`src/hdl/mqsfp_pkg.sv`:
```
`timescale 1ns / 1ps
// ----------------------------------------------------------------------------
// mqsfp_pkg
// shared types and constants of the byte-serial mqtt-sn message parser
// ----------------------------------------------------------------------------
package mqsfp_pkg;

    localparam int ADDR_MAX    = 31;
    localparam int ADDR_CNT_W  = $clog2(ADDR_MAX + 1);
    localparam int ADDR_IDX_W  = 5;
    localparam int OUT_DATA_W  = 72;

    localparam logic [7:0] LONG_MARK  = 8'h01;
    localparam logic [2:0] HLEN_SHORT = 3'd2;
    localparam logic [2:0] HLEN_LONG  = 3'd4;

    localparam logic [1:0] EV_NONE      = 2'd0;
    localparam logic [1:0] EV_HEADER    = 2'd1;
    localparam logic [1:0] EV_ADVERTISE = 2'd2;
    localparam logic [1:0] EV_GW_ADDR   = 2'd3;

    localparam logic CFG_ADVERTISE = 1'b0;
    localparam logic CFG_GWINFO    = 1'b1;

    typedef struct packed {
        logic [15:0]           byte_count;
        logic                  length_done;
        logic                  header_done;
        logic                  long_form;
        logic [15:0]           total_length;
        logic [7:0]            type_held;
        logic [7:0]            gateway_held;
        logic [7:0]            duration_high;
        logic [ADDR_CNT_W-1:0] addr_count;
    } t_state;

    typedef struct packed {
        logic [1:0]            event_res;
        logic [15:0]           msg_length;
        logic [7:0]            msg_type;
        logic [2:0]            header_len;
        logic [7:0]            gw_id;
        logic [15:0]           duration;
        logic [7:0]            addr_byte;
        logic [ADDR_IDX_W-1:0] addr_index;
        logic                  addr_last;
        logic                  addr_overflow;
        logic                  msg_end;
        logic                  malformed;
    } t_result;

endpackage

```
`src/hdl/mqsfp_step.sv`:
```
`timescale 1ns / 1ps
// ----------------------------------------------------------------------------
// mqsfp_step
// per-byte update: next parser state and the result of one received byte
// ----------------------------------------------------------------------------
module mqsfp_step (
    input  mqsfp_pkg::t_state  i_state,
    input  logic [7:0]         i_byte,
    input  logic [7:0]         i_adv_code,
    input  logic [7:0]         i_gw_code,
    output mqsfp_pkg::t_state  o_state,
    output mqsfp_pkg::t_result o_res
);

    mqsfp_pkg::t_state  n_st;
    mqsfp_pkg::t_result n_res;
    logic               len_now;
    logic [15:0]        hlen_w;
    logic [15:0]        off;
    logic [16:0]        cnt_plus;

    always_comb begin
        n_st    = i_state;
        n_res   = '0;
        len_now = 1'b0;
        hlen_w   = i_state.long_form ? 16'(mqsfp_pkg::HLEN_LONG)
                                     : 16'(mqsfp_pkg::HLEN_SHORT);
        off      = i_state.byte_count - hlen_w;
        cnt_plus = {1'b0, i_state.byte_count} + 17'd1;

        if (!i_state.header_done) begin
            if (!i_state.length_done) begin
                if (i_state.byte_count == 16'd0) begin
                    if (i_byte != mqsfp_pkg::LONG_MARK) begin
                        n_st.total_length = {8'd0, i_byte};
                        n_st.long_form    = 1'b0;
                        n_st.length_done  = 1'b1;
                        len_now           = 1'b1;
                    end else begin
                        n_st.long_form = 1'b1;
                    end
                end else if (i_state.byte_count == 16'd1) begin
                    n_st.total_length = {i_byte, 8'd0};
                end else begin
                    n_st.total_length = {i_state.total_length[15:8], i_byte};
                    n_st.length_done  = 1'b1;
                    len_now           = 1'b1;
                end
            end else begin
                n_st.type_held   = i_byte;
                n_st.header_done = 1'b1;
                n_res.event_res  = mqsfp_pkg::EV_HEADER;
            end
        end else if (i_state.type_held == i_adv_code) begin
            if (off == 16'd0) begin
                n_st.gateway_held = i_byte;
            end else if (off == 16'd1) begin
                n_st.duration_high = i_byte;
            end else if (off == 16'd2) begin
                n_res.duration  = {i_state.duration_high, i_byte};
                n_res.event_res = mqsfp_pkg::EV_ADVERTISE;
            end
        end else if (i_state.type_held == i_gw_code) begin
            if (off == 16'd0) begin
                n_st.gateway_held = i_byte;
            end else begin
                n_res.event_res  = mqsfp_pkg::EV_GW_ADDR;
                n_res.addr_byte  = i_byte;
                n_res.addr_index = mqsfp_pkg::ADDR_IDX_W'(i_state.addr_count);
                n_res.addr_last  = (cnt_plus == {1'b0, i_state.total_length});
                if (i_state.addr_count >= mqsfp_pkg::ADDR_CNT_W'(mqsfp_pkg::ADDR_MAX)) begin
                    n_res.addr_overflow = 1'b1;
                end else begin
                    n_st.addr_count = i_state.addr_count + mqsfp_pkg::ADDR_CNT_W'(1);
                end
            end
        end

        n_st.byte_count = cnt_plus[15:0];
        if (n_st.length_done) begin
            if (len_now && (n_st.total_length < n_st.byte_count)) begin
                n_res.msg_end   = 1'b1;
                n_res.malformed = 1'b1;
            end else if (n_st.byte_count == n_st.total_length) begin
                n_res.msg_end = 1'b1;
            end
        end

        n_res.msg_length = n_st.total_length;
        n_res.msg_type   = n_st.type_held;
        n_res.header_len = n_st.long_form ? mqsfp_pkg::HLEN_LONG : mqsfp_pkg::HLEN_SHORT;
        n_res.gw_id      = n_st.gateway_held;

        if (n_res.msg_end) begin
            n_st = '0;
        end
    end

    assign o_state = n_st;
    assign o_res   = n_res;

endmodule

```
`src/hdl/mqtt_sn_frame_parser_core.sv`:
```
`timescale 1ns / 1ps
// ----------------------------------------------------------------------------
// mqtt_sn_frame_parser_core
// byte-serial mqtt-sn message parser, one result beat per received byte
//
//   channel   dir  payload
//   s         in   tdata[7:0] rx_byte
//   m         out  tuser event_res, tlast msg_end, tdata result fields
//   cfg       in   we / index / data, 0 advertise_code, 1 gwinfo_code
//
// one byte per cycle while the result side is not stalled; the result of a taken byte is registered.
// the parser state and the result register update in the same cycle.
// synchronous active-low reset clears the parser and restores the default type codes.
// a stalled result holds; a new byte is taken whenever the result
// register is empty or being emptied in the same cycle.
// ----------------------------------------------------------------------------
module mqtt_sn_frame_parser_core (
    input  logic        i_clk,
    input  logic        i_rst_n,
    input  logic        i_s_tvalid,
    output logic        o_s_tready,
    input  logic [7:0]  i_s_tdata,   // [7:0] rx_byte
    output logic        o_m_tvalid,
    input  logic        i_m_tready,
    output logic [mqsfp_pkg::OUT_DATA_W-1:0] o_m_tdata,
    // [15:0] msg_length, [23:16] msg_type, [26:24] header_len, [34:27] gw_id,
    // [50:35] duration, [58:51] addr_byte, [63:59] addr_index, [64] addr_last,
    // [65] addr_overflow, [66] malformed, [71:67] zero
    output logic [1:0]  o_m_tuser,   // [1:0] event_res
    output logic        o_m_tlast,   // msg_end
    input  logic        i_cfg_we,
    input  logic        i_cfg_index,
    input  logic [7:0]  i_cfg_data
);

    mqsfp_pkg::t_state  r_state;
    mqsfp_pkg::t_state  n_state;
    mqsfp_pkg::t_result r_res;
    mqsfp_pkg::t_result n_res;
    logic [7:0]         r_adv_code;
    logic [7:0]         r_gw_code;
    logic               r_valid;
    logic               accept;

    assign o_s_tready = !r_valid || i_m_tready;
    assign accept     = i_s_tvalid && o_s_tready;

    mqsfp_step u_step (
        .i_state    (r_state),
        .i_byte     (i_s_tdata),
        .i_adv_code (r_adv_code),
        .i_gw_code  (r_gw_code),
        .o_state    (n_state),
        .o_res      (n_res)
    );

    always_ff @(posedge i_clk) begin
        if (!i_rst_n) begin
            r_state    <= '0;
            r_valid    <= 1'b0;
            r_adv_code <= 8'd0;
            r_gw_code  <= 8'd2;
        end else begin
            if (i_cfg_we) begin
                unique case (i_cfg_index)
                    mqsfp_pkg::CFG_ADVERTISE: r_adv_code <= i_cfg_data;
                    mqsfp_pkg::CFG_GWINFO:    r_gw_code  <= i_cfg_data;
                    default:                  r_gw_code  <= r_gw_code;
                endcase
            end
            if (accept) begin
                r_state <= n_state;
                r_valid <= 1'b1;
            end else if (i_m_tready) begin
                r_valid <= 1'b0;
            end
        end
    end

    always_ff @(posedge i_clk) begin
        if (accept) begin
            r_res <= n_res;
        end
    end

    assign o_m_tvalid = r_valid;
    assign o_m_tuser  = r_res.event_res;
    assign o_m_tlast  = r_res.msg_end;
    assign o_m_tdata  = {5'd0, r_res.malformed, r_res.addr_overflow, r_res.addr_last,
                         r_res.addr_index, r_res.addr_byte, r_res.duration,
                         r_res.gw_id, r_res.header_len, r_res.msg_type,
                         r_res.msg_length};

endmodule

```
`config.mk`:
```
export PLATFORM = sky130hd
export DESIGN_NAME = mqtt_sn_frame_parser_core
export DESIGN_NICKNAME = d
export VERILOG_FILES = /design/src/hdl/mqsfp_pkg.sv /design/src/hdl/mqsfp_step.sv /design/src/hdl/mqtt_sn_frame_parser_core.sv
export SDC_FILE = /design/constraint.sdc
export NUM_CORES = 1
export LEC_CHECK = 0
export ABC_CLOCK_PERIOD_IN_PS = 8500
export BUFFER_PORTS_ARGS = -buffer_cell sky130_fd_sc_hd__buf_4
export CORE_AREA = 2 2 133 135
export CTS_CLUSTER_DIAMETER = 60
export DETAILED_ROUTE_END_ITERATION = 10
export DIE_AREA = 0 0 135 137
export PLACE_DENSITY = 0.7
export SETUP_SLACK_MARGIN = 0.15
export SLEW_MARGIN = 5
export SYNTH_ARGS = -nofsm -noshare
export SYNTH_HDL_FRONTEND = slang
export SYNTH_HIERARCHICAL = 1
export SYNTH_SLANG_ARGS = --single-unit
```
`constraint.sdc`:
```
create_clock -name i_clk -period 8.5 [get_ports i_clk]
set_input_delay 0.85 -clock i_clk [delete_from_list [all_inputs] [get_ports i_clk]]
set_output_delay 0.85 -clock i_clk [all_outputs]
set_load 0.01 [all_outputs]
```
==> summary.txt <==
Placement
  – Gp weighted congestion: 0.980
  – Final HPWL DP: 13.5 mm
  – Cell Area, Placed: 9080 um2
  – Dpl cells: 1116
  – Worst slack, placed: 3.59 ns
  – Port bufs: 93

Layout
  – Area Overhead vs Synth: 14.9%
  – Layout Nets: 956
  – Design Area, Final: 9700 um2
  – Number of diodes: 0
  – Fillers: 1552
  – Final Util: 56.8%
  – Share of cells above drive strength 1: 16.7%
  – Final cell count without fillers: 1148

STA
  – Final period util: 58.1%
  – Tmin final: 4.94 ns
  – Max Clk Rate: 203 MHz
  – Final clock skew: 0.00794 ns
  – Worst setup margin: 3.56 ns
  – Setup violators final: 0
  – Relative slew slack: 34.9%
  – Actual slew at the worst max-slew pin: 0.967 ns
  – Fin Setup TNS: 0 ns
  – RSZ-0062 raised after global routing: false
  – Fin. Hold Viols: 0
  – Count of pins over their slew limit: 0

CTS
  – CTS Buf Count: 17
  – Clk_lat worst skew: 0.44 ns
  – CTS root buf: clkbuf_16
  – Hold buffers post-CTS: 0
  – Sink Count: 151
  – Clock Tree Buf Depth: 2
  – Resize count post-CTS: 0
  – CTS clk-pin slew, worst paths: 0.06 ns
  – H-tree depth: 4
  – CTS tree: built
  – Setup bufs post-CTS: 0

Synth
  – Sequential area share after synthesis: 44.1%
  – Cells after Synth: 852
  – Post-synth top area share: 24.9%
  – Commonest cells post-synth: nand2_1 (156), dfxtp_1 (81), mux2i_1 (80)
  – #FFs+latches synth: 151
  – Most frequent cell after synthesis: nand2_1
  – Synthesized cell area: 8440 um2
  – Unique cell type count in the Yosys netlist: 70
  – Asr flop ratio synth: 0%
  – Ys Warns: 6
  – Top post-synthesis cells by area: edfxtp_1 (25%), dfxtp_1 (19%), mux2i_1 (9.5%)
  – Syn_area_per_cell: 9.91 um2
  – Most used flip-flop cell after synthesis: dfxtp_1
  – Yosys top cell by area: edfxtp_1
  – EDFF count, synth: 70

Power
  – Switch share: 35.6%
  – Power per cell area: 252 nW/um2
  – Flop pwr share: 36.4%
  – Net switching power: 0.869 mW
  – Int Power: 1.57 mW
  – Leak: 3.97 nW
  – VDD IR max: 0.000172 V
  – Clk pwr share: 32.5%
  – Gate power share: 31.1%

Global route
  – First-pass GRT wire length: 32.7 mm
  – Pin count of the biggest net entering global routing: 89
  – Gr ovfl total: 0
  – Initial antenna violation count: 0
  – GRT Util Overall: 22.8%
  – Vias in the first global route: 6050

Die
  – Vert. Die Dim: 137 um
  – Core area: 17100 um2
  – Chip width: 135 um
  – Boundary pin count: 99
  – Die Area: 18500 um2
  – Initial Util: 49.5%
  – Row cnt: 48

Worst setup path
  – CP max stage delay: 0.58 ns
  – Delay-heaviest family, CP: simple AND/OR/NAND/NOR gates
  – Worst-path cell chain: nor4_1 -> and4_1 -> and2_1 -> a2bb2oi_1 -> inv_1 -> ha_1 -> a211oi_1 -> o21ai_0 -> o2111ai_1 -> nand3_1 -> o21ai_4 -> buf_4 -> o2bb2a_1 -> nand2_1 -> mux2i_1
  – RR Startpoint: r_state[60]
  – Critical Path AT: 5.23 ns
  – CP startpoint kind: flop
  – CP Class: reg2reg
  – Worst path bufs/invs: 2
  – CP Capture Type: flop
  – Worst r2r path cells: 15
  – Crit-path max FO: 43
  – Crit Reg-Reg Endpoint: r_state[2]
  – Crit-path slowest cell: nor4_1
  – Flop2flop setup slack: 3.56 ns
  – CP required: 8.80 ns

Drt
  – WL final: 20.2 mm
  – DR WL/cell: 17.6 um
  – Residual DRC: 0
  – Initial DRC Count: 665
  – Total number of vias: 6552
  – Post-route ant nets: 0
  – Drt pass-1 iters: 5
  – DR vias/cell: 5.71

Outcome
  – Outcome: finished, final reports clean

Worst hold path
  – Hold path depth: 2
  – HP Start: r_state[17]
  – WHS Endpoint: r_state[17]
  – Worst Hold Class: reg2reg

Flow run
  – Max_cap viols: 0
cells by family after synthesis:
| group | synth area share [%] |
|---|---|
| simple gates | 18.0 |
| mux | 10.6 |
| fa+ha+maj | 3.65 |
| flops | 44.1 |
| compound gates | 12.6 |
| other cells | 0.0890 |
| buf+inv | 5.88 |
| xor+xnor | 5.16 |
power groups by stage:
stage	combinational, mW	clock, mW	sequential [mW]
after floorplan	0.550	0	0.900
after global routing	0.820	0.842	0.894
after global placement	0.739	0	0.902
final	0.758	0.794	0.888
after detailed placement	0.743	0	0.903
after CTS	0.746	0.805	0.888
per-stage QoR:
step | hold slack (ns) | total power, mW
final | 0.459 | 2.44
after global routing | 0.480 | 2.56
after CTS | 0.460 | 2.44
after detailed placement | 0.446 | 1.65
after global placement | 0.440 | 1.64
after floorplan | 0.431 | 1.45
worst register-to-register path: stages (launching register included):
cell	delay, ns
dfxtp_1	0.41
nor4_1	0.58
and4_1	0.45
and2_1	0.47
a2bb2oi_1	0.31
inv_1	0.10
ha_1	0.30
a211oi_1	0.21
o21ai_0	0.13
o2111ai_1	0.13
nand3_1	0.17
o21ai_4	0.58
buf_4	0.53
o2bb2a_1	0.29
nand2_1	0.06
mux2i_1	0.08
per-layer routing:
metal  GRT usage (%)  part of all wire, %  vias up
met1            31.8                   46     3115
met5               0                    0        -
met4            7.52                  2.0        0
met3            4.15                  6.1       40
li1                -                    -     3152
met2            35.9                   46      245
registers in the layout, summed over array words and instances, names as in the netlist:
name,flops
o_m_tdata,67
r_state,64
o_m_tvalid,1
r_adv_code,8
o_m_tuser,2
r_gw_code,8
o_m_tlast,1
how the worst max path moves through the flow:
| stage | to | depth (start not counted) | startpoint | slack [ns] |
|---|---|---|---|---|
| floorplan | r_state[50] | 18 | i_s_tdata[3] | 5.07 |
| global placement | r_state[2] | 16 | i_s_tdata[3] | 3.69 |
| detailed placement | r_state[3] | 16 | i_s_tdata[3] | 3.59 |
| CTS | r_state[2] | 15 | r_state[60] | 3.71 |
| global route | r_state[3] | 16 | r_state[60] | 3.29 |
| finish | r_state[2] | 15 | r_state[60] | 3.56 |
layout make-up:
type	instances	area (um2)	area share, %
Clock buffer	17	425	4.39
Clock inverter	15	193	1.99
Inverter	19	71.3	0.736
Timing Repair Buffer	99	743	7.67
Multi-Input combinational cell	622	4260	43.9
Tap cell	225	282	2.90
Sequential cell	151	3720	38.4
cells in the final DEF, fill, tap and decap left out, drive strengths merged, types with 6 or more instances in the layout:
cell / count
dfxtp: 81
clkbuf: 17
ha: 23
nand4: 14
inv: 25
xnor2: 30
o21ai: 19
mux2i: 80
nand3: 26
nor2b: 14
buf: 99
nor4: 12
edfxtp: 70
nand2: 157
o21a: 7
nor2: 12
a21oi: 42
xor2: 17
a21boi: 23
a22o: 7
conb: 6
nor3: 9
mux2: 8
and2: 24
and3: 18
a2bb2oi: 9
a22oi: 20
No activity file was read; power rests on OpenSTA's default activity.
